$ cat src/rtl/pcdq_pkg.sv
// shared constants, codes and types for the per-client delay queue
`timescale 1ns / 1ps
package pcdq_pkg;

    localparam int NUM_CLIENTS   = 64;
    localparam int POOL_ENTRIES  = 1024;
    localparam int MAX_DELAY_MS  = 2000;
    localparam int COMMAND_WIDTH = 64;

    localparam int MS_PER_SEC = 1000;
    localparam int CLI_W      = (NUM_CLIENTS > 1) ? $clog2(NUM_CLIENTS) : 1;
    localparam int ENT_W      = $clog2(POOL_ENTRIES);
    localparam int PTR_W      = ENT_W + 1;
    localparam int DLY_W      = 11;

    localparam logic [PTR_W-1:0] NIL = PTR_W'(POOL_ENTRIES);

    localparam logic [2:0] MODE_STORE    = 3'd0;
    localparam logic [2:0] MODE_FETCH    = 3'd1;
    localparam logic [2:0] MODE_SET_LAG  = 3'd2;
    localparam logic [2:0] MODE_SET_VAR  = 3'd3;
    localparam logic [2:0] MODE_FLUSH    = 3'd4;

    localparam logic [2:0] ST_STORED   = 3'd0;
    localparam logic [2:0] ST_RELEASED = 3'd1;
    localparam logic [2:0] ST_NONE_DUE = 3'd2;
    localparam logic [2:0] ST_FULL     = 3'd3;
    localparam logic [2:0] ST_SET      = 3'd4;
    localparam logic [2:0] ST_DISABLED = 3'd5;
    localparam logic [2:0] ST_BAD      = 3'd6;
    localparam logic [2:0] ST_FLUSHED  = 3'd7;

    localparam logic REG_LAG_ENABLED  = 1'b0;
    localparam logic REG_CLIENT_LIMIT = 1'b1;

    typedef struct packed {
        logic [2:0]         mode;
        logic [7:0]         client_index;
        logic [7:0]         elapsed_ms;
        logic [63:0]        command_bits;
        logic [31:0]        origin_x;
        logic [31:0]        origin_y;
        logic [31:0]        origin_z;
        logic [31:0]        angle_x;
        logic [31:0]        angle_y;
        logic [31:0]        angle_z;
        logic signed [31:0] setting_value;
        logic signed [15:0] jitter_sample;
    } t_in_item;

    typedef struct packed {
        logic [2:0]       status;
        logic [63:0]      out_command;
        logic [31:0]      out_origin_x;
        logic [31:0]      out_origin_y;
        logic [31:0]      out_origin_z;
        logic [31:0]      out_angle_x;
        logic [31:0]      out_angle_y;
        logic [31:0]      out_angle_z;
        logic [DLY_W-1:0] current_delay;
    } t_out_item;

    typedef struct packed {
        logic capture;
        logic crd;
        logic cex;
        logic ex2;
        logic ex3;
        logic load_out;
    } t_dp_cmd;

    typedef struct packed {
        logic out_free;
    } t_dp_sts;

endpackage

$ cat src/rtl/pcdq_ctrl.sv
// sequencer that steps one item through the datapath phases
`timescale 1ns / 1ps
module pcdq_ctrl import pcdq_pkg::*; (
    input  logic    i_clk,
    input  logic    i_rst_n,
    input  logic    i_in_valid,
    output logic    o_in_ready,
    input  t_dp_sts i_sts,
    output t_dp_cmd o_cmd
);

    typedef enum logic [2:0] {
        S_IDLE,
        S_CRD,
        S_CEX,
        S_EX2,
        S_EX3,
        S_HOLD
    } t_state;

    t_state r_state;
    t_state n_state;

    always_comb begin
        n_state = r_state;
        case (r_state)
            S_IDLE:  if (i_in_valid) n_state = S_CRD;
            S_CRD:   n_state = S_CEX;
            S_CEX:   n_state = S_EX2;
            S_EX2:   n_state = S_EX3;
            S_EX3:   n_state = S_HOLD;
            S_HOLD:  if (i_sts.out_free) n_state = S_IDLE;
            default: n_state = S_IDLE;
        endcase
    end

    always_ff @(posedge i_clk) begin
        if (!i_rst_n) begin
            r_state <= S_IDLE;
        end else begin
            r_state <= n_state;
        end
    end

    assign o_in_ready     = (r_state == S_IDLE);
    assign o_cmd.capture  = (r_state == S_IDLE) && i_in_valid;
    assign o_cmd.crd      = (r_state == S_CRD);
    assign o_cmd.cex      = (r_state == S_CEX);
    assign o_cmd.ex2      = (r_state == S_EX2);
    assign o_cmd.ex3      = (r_state == S_EX3);
    assign o_cmd.load_out = (r_state == S_HOLD) && i_sts.out_free;

endmodule

$ cat config.mk
export PLATFORM = sky130hd
export DESIGN_NAME = pcdq_ctrl
export DESIGN_NICKNAME = d
export VERILOG_FILES = /design/src/rtl/pcdq_pkg.sv /design/src/rtl/pcdq_ctrl.sv
export SDC_FILE = /design/constraint.sdc
export NUM_CORES = 1
export LEC_CHECK = 0
export ABC_AREA = 0
export BUFFER_PORTS_ARGS = -buffer_cell sky130_fd_sc_hd__buf_2
export CAP_MARGIN = 10
export CELL_PAD_IN_SITES_DETAIL_PLACEMENT = 0
export CELL_PAD_IN_SITES_GLOBAL_PLACEMENT = 2
export CORE_AREA = 2 2 39 41
export CTS_CLUSTER_SIZE = 14
export DETAILED_ROUTE_END_ITERATION = 16
export DIE_AREA = 0 0 41 43
export MAX_ROUTING_LAYER = met4
export PLACE_DENSITY = 0.54
export SYNTH_ARGS = -nofsm -noshare
export SYNTH_HDL_FRONTEND = slang
export SYNTH_SLANG_ARGS = --single-unit
$ cat constraint.sdc
create_clock -name i_clk -period 1.3 [get_ports i_clk]
set_clock_uncertainty 0.1 [all_clocks]
set_input_delay 0.195 -clock i_clk [delete_from_list [all_inputs] [get_ports i_clk]]
set_output_delay 0.195 -clock i_clk [all_outputs]
set_load 0.005 [all_outputs]
==> results by group, run 1 <==
Detailed routing
  – Number of DRC markers in iteration 0: 0
  – Routed wire length: 475 um
  – Vias per Instance: 3.94
  – DR vias: 209
  – TritonRoute pass-1 iters: 1
  – Average wire per standard cell: 8.96 um
  – DR DRC count: 0
  – Antenna viol nets, final: 0

Finish
  – Util after Layout: 23.1%
  – Area Growth Syn to Fin: 39.9%
  – Biggest regs: r_state (3)
  – N_diodes: 0
  – # nets final: 42
  – Layout fillers: ~160
  – Share of cells above drive strength 1: between 60% and 70%
  – Max FFs per register: 3
  – Design Area, Final: 320 um^2
  – Top reg by flops: r_state

Global routing
  – Remaining Overflow, GRT: 0
  – Number of global-route vias before repair: 220
  – Antenna violations before repair: 0
  – Total track usage: 7.70%
  – Global-route wire length before repair: around 800 um
  – Largest net degree at the start of global routing: 10

Die
  – Placeable Area: 1380 um^2
  – Die Width: 41 um
  – Initial Utilization: between 10% and 20%
  – Placement Rows: 14
  – Die Span Y: 43 um
  – I/O pins: 11
  – Die area: 1760 um^2

STA
  – Final worst slack: -0.000703 ns
  – Endpoints failing hold: 0
  – Worst slew margin: 88.6%
  – Endpoints failing setup: 1
  – Fmax achieved: 0.769 GHz
  – Worst-Margin Slew: between 0.15 and 0.2 ns
  – Tcrit/Tclk final: 100%
  – Slew Viols, Final: 0
  – Fin crit period: 1.30 ns
  – WHS: 0.108 ns
  – RSZ-0062 raised after global routing: true

Place
  – IO Port Bufs: 10
  – Post-DP HPWL: between 300 and 400 um
  – Gp weighted congestion: 0.730
  – Placed cell area: 273 um^2

Power
  – Sw Ratio: 28.4%
  – Comb pwr share: 24.2%
  – Clk pwr share: 41.1%
  – Seq pwr share: between 30% and 40%
  – Max IR drop VDD: approximately 0.3 mV
  – Leakage Power: 0.139 nW
  – Power Dens Cells: 1220 nW/um^2
  – Cell internal pwr: between 0.0002 and 0.0003 W
  – NetSw: 0.000111 W

Run status
  – Status: finished, violations left
  – Failing checks: negative setup slack

Yosys
  – Netlist cell types: 14
  – Synthesis Warnings: 0
  – Cells after Synth: 24
  – #FFs+latches synth: 3
  – Syn_nets: 28
  – Synthesized area: about 230 um^2
  – Sequential fraction of the synthesis area: 26.2%
  – Mean Syn Cell Area: approximately 9.5 um^2

Setup path
  – Worst path arrival time: about 1.0 ns
  – WS Path Type: reg -> out
  – Critical Path Sink Type: primary output
  – Max Fanout on Critical Path: 6
  – Startpoint types: flip-flop
  – Worst EP required: 1.00 ns

Clock network
  – Clock Root Buffer: clkbuf_4
  – Clock transition at the registers of the reported paths: 0.03 ns
  – CTS buffer count: 3
  – Sink Count: 3
  – CTS tree: done
  – Worst-skew pair later-pin latency: 0.23 ns
  – Clock Path Buffers: 2
  – CTS H-Tree Depth: 1

Worst hold path
  – Hold Path Class: in -> reg

Flow run
  – Max-capacitance violation count: 0
[power by group through the flow]
stage | Combinational, W | Sequential, W | Clock, W
2_1_floorplan | 0.000102 | 0.000108 | 0
3_5_place_dp | 0.0000939 | 0.000136 | 0
6_report | 0.0000949 | 0.000136 | 0.000161
3_3_place_gp | 0.0000938 | 0.000134 | 0
4_1_cts | 0.0000969 | 0.000136 | 0.000169
5_1_grt | 0.000105 | 0.000139 | 0.000170
[Yosys cell counts (all sizes together)]
| cell type | n | share of area (%) |
|---|---|---|
| nor3b | 3 | 12 |
| a21oi | 1 | 3.8 |
| o2111a | 1 | 4.9 |
| buf | 3 | 15 |
| dfxtp | 3 | 26 |
| and2 | 1 | 2.7 |
| o21a | 1 | 3.3 |
| nor3 | 1 | 7.1 |
| nand2b | 1 | 6.0 |
| nand2 | 3 | 4.9 |
| nor2 | 5 | 10 |
| xnor2 | 1 | 3.8 |
[metal layers]
layer | GRT usage, % | vias to the layer above | part of all wire, %
met5 | - | - | 0
met4 | 12.0 | 0 | 2.9
met3 | 3.14 | 2 | 4.8
met2 | 8.13 | 8 | 49
met1 | 7.99 | 92 | 43
li1 | - | 107 | -
[layout by cell type, fill, tap and decap left out]
cell / count
a21oi_2: 1
and2_1: 1
buf_2: 10
buf_4: 2
clkbuf_1: 1
clkbuf_4: 3
dfxtp_4: 3
nand2_1: 3
nand2b_4: 1
nor2_1: 2
nor2_2: 3
nor3_4: 1
nor3b_1: 2
nor3b_2: 1
o2111a_1: 1
o21a_1: 1
xnor2_1: 1
[final timing paths]
kind,start,endpoint,slack (ns),depth (start not counted)
worst max-delay path,r_state[2],o_cmd[5],-0.0007,3
worst min-delay path,i_rst_n,r_state[2],0.11,2
worst max register to register,r_state[1],r_state[2],0.35,3
worst min register to register,r_state[2],r_state[1],0.49,2
[through the flow]
step	instances	setup TNS (ns)	total power (W)	setup slack, ns
finish	53	-0.000703	0.000391	-0.000703
global placement	48	0	0.000228	0.111
floorplan	24	0	0.000211	0.250
global route	53	-0.0753	0.000415	-0.0593
CTS	53	-0.0284	0.000402	-0.0284
detailed placement	48	0	0.000230	0.101
[final cells by class]
class | count | area, um^2 | share of cell area, %
clock buffer | 4 | 26.3 | 8.20
sequential | 3 | 71.3 | 22.3
tap | 16 | 20.0 | 6.25
timing repair buffer | 12 | 65.1 | 20.3
multi-input combinational | 18 | 138 | 43.0
[repair_timing]
action,CTS,global route
setup buffers,1,0
setup endpoints to repair,7,3
hold endpoints to repair,0,0
hold buffers,0,0
pin swaps,0,1
gates resized for setup,6,1
[logic make-up (layout without fill, tap and decap cells)]
logic type,Yosys count,after routing,synth area share [%]
xor+xnor,1,1,3.83
buf+inv,3,16,14.8
flops,3,3,26.2
compound gates,3,3,12.0
simple gates,14,14,43.2
[worst max-delay path, cell delays in order (launching register included)]
cell,delay [ns]
dfxtp_4,0.36
nor3_4,0.18
and2_1,0.13
buf_2,0.10
Power figures use the tool's default switching activity.
==> run 2, diff against run 1 <==
CTS_BUF_LIST = sky130_fd_sc_hd__clkbuf_16   (was not set)
==> results by group, run 2 (synthesis results as in run 1) <==
Setup path
  – Reg2reg start: r_state[1]
  – R2R Path End: r_state[2]
  – FF-to-FF path depth: 3 (unchanged)
  – Max Fanout on Critical Path: 6 (unchanged)
  – Worst path arrival time: 1.00 ns (about the same)
  – WS Path Type: reg -> out
  – Critical Path Sink Type: primary output
  – Startpoint types: flip-flop
  – Worst EP required: 1.00 ns (about the same)
  – Reg2Reg Setup Slack: 0.35 ns (about the same)

Die
  – Die Width: 41 um (unchanged)
  – Die area: 1760 um^2 (unchanged)
  – Placement Rows: 14 (unchanged)
  – Placeable Area: 1380 um^2 (unchanged)
  – Initial Utilization: 16.5% (unchanged)
  – Die Span Y: 43 um (unchanged)
  – I/O pins: 11 (unchanged)

Clock network
  – CTS Hold Buffers Added: 0 (unchanged)
  – Sink Count: 3 (unchanged)
  – Clock Root Buffer: clkbuf_16
  – Worst-skew pair later-pin latency: 0.22 ns (about the same)
  – Clock transition at the registers of the reported paths: 0.03 ns (about the same)
  – CTS buffer count: 3 (unchanged)
  – Clock Path Buffers: 2 (unchanged)
  – CTS H-Tree Depth: 1 (unchanged)
  – CTS tree: done

Detailed routing
  – TritonRoute pass-1 iters: 2 (+1)
  – Number of DRC markers in iteration 0: 1 (+1)
  – DR vias: 208 (-0.48%)
  – Average wire per standard cell: 9.75 um (+8.8%)
  – Routed wire length: 517 um (+8.8%)
  – DR DRC count: 0 (unchanged)
  – Vias per Instance: 3.92 (-0.48%)
  – Antenna viol nets, final: 0 (unchanged)

STA
  – RSZ-0062 raised after global routing: true
  – Tcrit/Tclk final: 99.5% (-0.56 points)
  – Endpoints failing setup: 0 (-1)
  – Worst-Margin Slew: 0.169 ns (-0.000625 ns)
  – WHS: 0.117 ns (+0.00873 ns)
  – Fmax achieved: 0.773 GHz (+0.56%)
  – Worst slew margin: 88.7% (about the same)
  – Endpoints failing hold: 0 (unchanged)
  – Fin crit period: 1.29 ns (-0.00723 ns)
  – Slew Viols, Final: 0 (unchanged)

Worst hold path
  – WHS Path Cells: 2 (unchanged)
  – Min-delay src: i_rst_n
  – Hold EP: r_state[2]
  – Hold Path Class: in -> reg

Global routing
  – Remaining Overflow, GRT: 0 (unchanged)
  – Global-route wire length before repair: 828 um (+6.3%)
  – Antenna violations before repair: 0 (unchanged)
  – Number of global-route vias before repair: 225 (+2.3%)
  – Total track usage: 8.52% (+0.82 points)
  – Largest net degree at the start of global routing: 10 (unchanged)

Power
  – Power Dens Cells: 1920 nW/um^2 (+57%)
  – Max IR drop VDD: 0.536 mV (+79%)
  – Leakage Power: 0.167 nW (+20%)
  – Total power: 0.000712 W (+82%)

Place
  – IO Port Bufs: 10 (unchanged)
  – Gp weighted congestion: 0.730 (unchanged)
  – Post-DP HPWL: 365 um (unchanged)

Finish
  – # nets final: 42 (unchanged)
  – Top reg by flops: r_state
  – Most frequent cells in the layout: 10 x buf_2, 3 x nand2_1, 3 x nor2_1, 3 x clkbuf_16, 3 x dfxtp_4
  – Commonest non-fill, non-tap cell in the layout: buf_2
  – N_diodes: 0 (unchanged)
  – Biggest regs: r_state (3)
  – Max FFs per register: 3 (unchanged)
  – Layout fillers: 153 (-3.2%)
  – Share of cells above drive strength 1: 64.9% (-2.7 points)
  – Area Growth Syn to Fin: 61.7%
  – Util after Layout: 26.8% (+3.6 points)

Flow run
  – Max-capacitance violation count: 0 (unchanged)

Run status
  – Status: finished clean
## run 2: changes by cell type in the layout (fill, tap and decap cells not counted), sizes merged
cell | before | now
clkbuf | 4 | 3
inv | 0 | 1
## run 2: repair_timing
action                                 CTS  global route
resized for setup                        4             2
setup endpoints to repair                6             6
endpoints found under the hold margin    0             0
pin swaps                                0             1
buffers inserted                         1             0
## run 2: critical path: stages (launching register included)
cell and delay [ns]:
dfxtp_4 0.36, nor3_4 0.18, and2_1 0.13, buf_2 0.10
## run 2: how the worst max path moves through the flow
stage                     from  endpoint  slack (ns)  cells past startpoint
finish              r_state[2]  o_cmd[5]       0.007                      3
floorplan           r_state[2]  o_cmd[5]        0.25                      3
CTS                 r_state[2]  o_cmd[5]       -0.01                      3
global placement    r_state[1]  o_cmd[1]        0.11                      3
detailed placement  r_state[1]  o_cmd[1]        0.10                      3
global route        r_state[2]  o_cmd[5]       -0.05                      3
## run 2: area by class of cell
type	instances	area (um^2)	area share, %
Clock buffer	3	75.1	20.3
Multi-Input combinational cell	18	135	36.5
Clock inverter	1	3.75	1.01
Timing Repair Buffer	12	65.1	17.6
Tap cell	16	20.0	5.41
Sequential cell	3	71.3	19.3
## run 2: layer usage
metal	vias up	global-route usage, %	part of all wire [%]	wire length (um)
met4	0	14.0	2.7	14
met3	2	4.71	4.6	24
met5	-	-	0	0
li1	106	-	-	-
met2	8	8.13	46	240
met1	92	8.63	46	238
## run 2: power breakdown
part | internal (W) | switching, W
Clock | 0.000397 | 0.0000844
Sequential | 0.000106 | 0.0000304
Combinational | 0.0000597 | 0.0000348
## run 2: stage by stage
step	std cells	setup slack, ns	setup TNS (ns)	cell area (um^2)
2_1_floorplan	24	0.250	0	229
3_3_place_gp	48	0.111	0	273
3_5_place_dp	48	0.101	0	273
4_1_cts	53	-0.0128	-0.0128	365
5_1_grt	53	-0.0472	-0.0492	370
6_report	53	0.00653	0	370
==> run 3, diff against run 2 <==
CORE_AREA = 8 8 45 47   (was 2 2 39 41)
DIE_AREA = 0 0 53 55   (was 0 0 41 43)
==> results by group, run 3 (synthesis results as in run 1) <==
Setup path
  – Reg2reg start: r_state[1]
  – Critical Path Sink Type: primary output
  – Worst EP required: 1.00 ns (about the same)
  – Worst path arrival time: 1.01 ns (about the same)
  – FF-to-FF path depth: 3 (unchanged)
  – WS Path Type: reg -> out
  – Startpoint types: flip-flop
  – Max Fanout on Critical Path: 9 (+3)
  – R2R Path End: r_state[2]
  – Reg2Reg Setup Slack: 0.33 ns (-0.02 ns)

Global routing
  – Remaining Overflow, GRT: 0 (unchanged)
  – Number of global-route vias before repair: 211 (-6.2%)
  – Antenna violations before repair: 0 (unchanged)
  – Global-route wire length before repair: 903 um (+9.1%)
  – Largest net degree at the start of global routing: 10 (unchanged)
  – M1 GR Usage: 5.48% (-3.1 points)
  – Met2 usage: 4.10% (-4.0 points)
  – Total track usage: 5.13% (-3.4 points)
  – Met3 usage: 4.28% (-0.43 points)
  – Busiest grt layer: met4

Die
  – Die Width: 53 um (+29%)
  – Placeable Area: 1380 um^2 (unchanged)
  – Placement Rows: 14 (unchanged)
  – Die Span Y: 55 um (+28%)
  – I/O pins: 11 (unchanged)
  – Initial Utilization: 16.5% (unchanged)
  – Die area: 2920 um^2 (+65%)

Place
  – DP Worst Slack: 0.0721 ns (-0.0290 ns)
  – Placed cell area: 265 um^2 (-2.8%)
  – Placed cell count: 47 (-2.1%)
  – IO Port Bufs: 10 (unchanged)
  – Post-DP HPWL: 400 um (+9.5%)
  – Gp weighted congestion: 0.645 (-12%)

Detailed routing
  – TritonRoute pass-1 iters: 2 (unchanged)
  – DR DRC count: 0 (unchanged)
  – Average wire per standard cell: 11.0 um (+12%)
  – Routed wire length: 581 um (+12%)
  – Number of DRC markers in iteration 0: 1 (unchanged)
  – Antenna viol nets, final: 0 (unchanged)
  – Vias per Instance: 3.91 (-0.48%)
  – DR vias: 207 (-0.48%)

Clock network
  – Clock transition at the registers of the reported paths: 0.03 ns (about the same)
  – Clock Path Buffers: 2 (unchanged)
  – Worst-skew pair later-pin latency: 0.22 ns (about the same)
  – Sink Count: 3 (unchanged)
  – CTS Hold Buffers Added: 0 (unchanged)
  – CTS tree: done
  – CTS buffer count: 3 (unchanged)
  – Clock Root Buffer: clkbuf_16
  – CTS H-Tree Depth: 1 (unchanged)

Finish
  – Util after Layout: 27.3% (+0.54 points)
  – Max FFs per register: 3 (unchanged)
  – Share of cells above drive strength 1: 70.3% (+5.4 points)
  – N_diodes: 0 (unchanged)
  – Non-Filler Instances: 53 (unchanged)
  – Most frequent cells in the layout: 10 x buf_2, 3 x nand2_1, 3 x nor2_2, 3 x clkbuf_16, 3 x dfxtp_4
  – Biggest regs: r_state (3)
  – Design Area, Final: 378 um^2 (+2.0%)
  – # nets final: 42 (unchanged)
  – Commonest non-fill, non-tap cell in the layout: buf_2
  – Register Area: 71.3 um^2 (unchanged)
  – Layout fillers: 148 (-3.3%)
  – Multi-input logic area: 143 um^2 (+5.6%)
  – Area Growth Syn to Fin: 65.0%
  – Top reg by flops: r_state

STA
  – Setup TNS: -0.00942 ns (-0.00942 ns)
  – Fmax achieved: 0.764 GHz (-1.2%)
  – RSZ-0062 raised after global routing: true
  – Worst slew margin: 86.2% (-2.4 points)
  – Fin crit period: 1.31 ns (+0.0159 ns)
  – Endpoints failing setup: 1 (+1)
  – Endpoints failing hold: 0 (unchanged)
  – Worst-Margin Slew: 0.206 ns (+0.0369 ns)
  – Final worst slack: -0.00942 ns (-0.0159 ns)
  – Tcrit/Tclk final: 101% (+1.2 points)
  – Slew Viols, Final: 0 (unchanged)

Power
  – NetSw: 0.000151 W (+1.1%)
  – Seq pwr share: 19.3% (+0.2 points)
  – Comb pwr share: 13.8% (+0.5 points)
  – Leakage Power: 0.170 nW (+2.1%)
  – Cell internal pwr: 0.000565 W (+0.58%)
  – Clk pwr share: 66.9% (-0.7 points)
  – Power Dens Cells: 1900 nW/um^2 (-1.3%)
  – Max IR drop VDD: 0.636 mV (+19%)
  – Sw Ratio: 21.1% (+0.079 points)

Worst hold path
  – Hold EP: r_state[2]
  – Min-delay src: i_rst_n
  – Hold Path Class: in -> reg
  – WHS Path Cells: 2 (unchanged)

Run status
  – Status: finished, violations left
  – Failing checks: negative setup slack

Flow run
  – Max-capacitance violation count: 0 (unchanged)
==> run 3: cell counts in the layout (fill, tap and decap cells not counted) <==
No cell type changed its count.
==> run 3: power by group through the flow <==
| stage | Sequential, W | Clock, W | Combinational (W) |
|---|---|---|---|
| floorplan | 0.000108 | 0 | 0.000102 |
| global placement | 0.000137 | 0 | 0.0000919 |
| detailed placement | 0.000137 | 0 | 0.0000921 |
| CTS | 0.000138 | 0.000489 | 0.0000928 |
| global route | 0.000142 | 0.000496 | 0.000113 |
| finish | 0.000138 | 0.000479 | 0.0000992 |
==> run 3: final cells by class <==
type	count	share of cell area [%]
clock buffers	3	19.9
clock inverters	1	0.993
multi-input cells	18	37.7
repair buffers	12	17.2
flip-flops and latches	3	18.9
well taps	16	5.30
==> run 3: how the worst max path moves through the flow <==
stage               start       end  slack [ns]  cells after the start
2_1_floorplan  r_state[2]  o_cmd[5]        0.25                      3
3_3_place_gp   r_state[1]  o_cmd[1]        0.09                      3
3_5_place_dp   r_state[0]  o_cmd[4]        0.07                      2
4_1_cts        r_state[2]  o_cmd[5]       -0.02                      3
5_1_grt        r_state[1]  o_cmd[5]       -0.06                      3
6_report       r_state[0]  o_cmd[4]      -0.009                      2
==> run 3: metal layers <==
metal | part of all wire [%] | routed length [um]
met2 | 37 | 215
met5 | 0 | 0
met3 | 13 | 73
met1 | 50 | 291
met4 | 0 | 0
==> run 3: what timing repair did <==
item | 4_1_cts | 5_1_grt
buffers inserted | 0 | 2
endpoints found under the setup margin | 7 | 4
gates cloned | 0 | 0
pin swaps | 0 | 2
gates resized for setup | 6 | 2
==> run 3: critical path: stages, from the launching register on <==
cell and delay (ns):
dfxtp_4 0.40, nor3b_1 0.23, buf_2 0.16
==> run 3: stage by stage <==
stage | total power [W] | hold WS [ns]
after CTS | 0.000720 | 0.126
after floorplan | 0.000211 | 0.212
final | 0.000717 | 0.123
after global routing | 0.000751 | 0.154
after global placement | 0.000229 | 0.344
after detailed placement | 0.000229 | 0.350
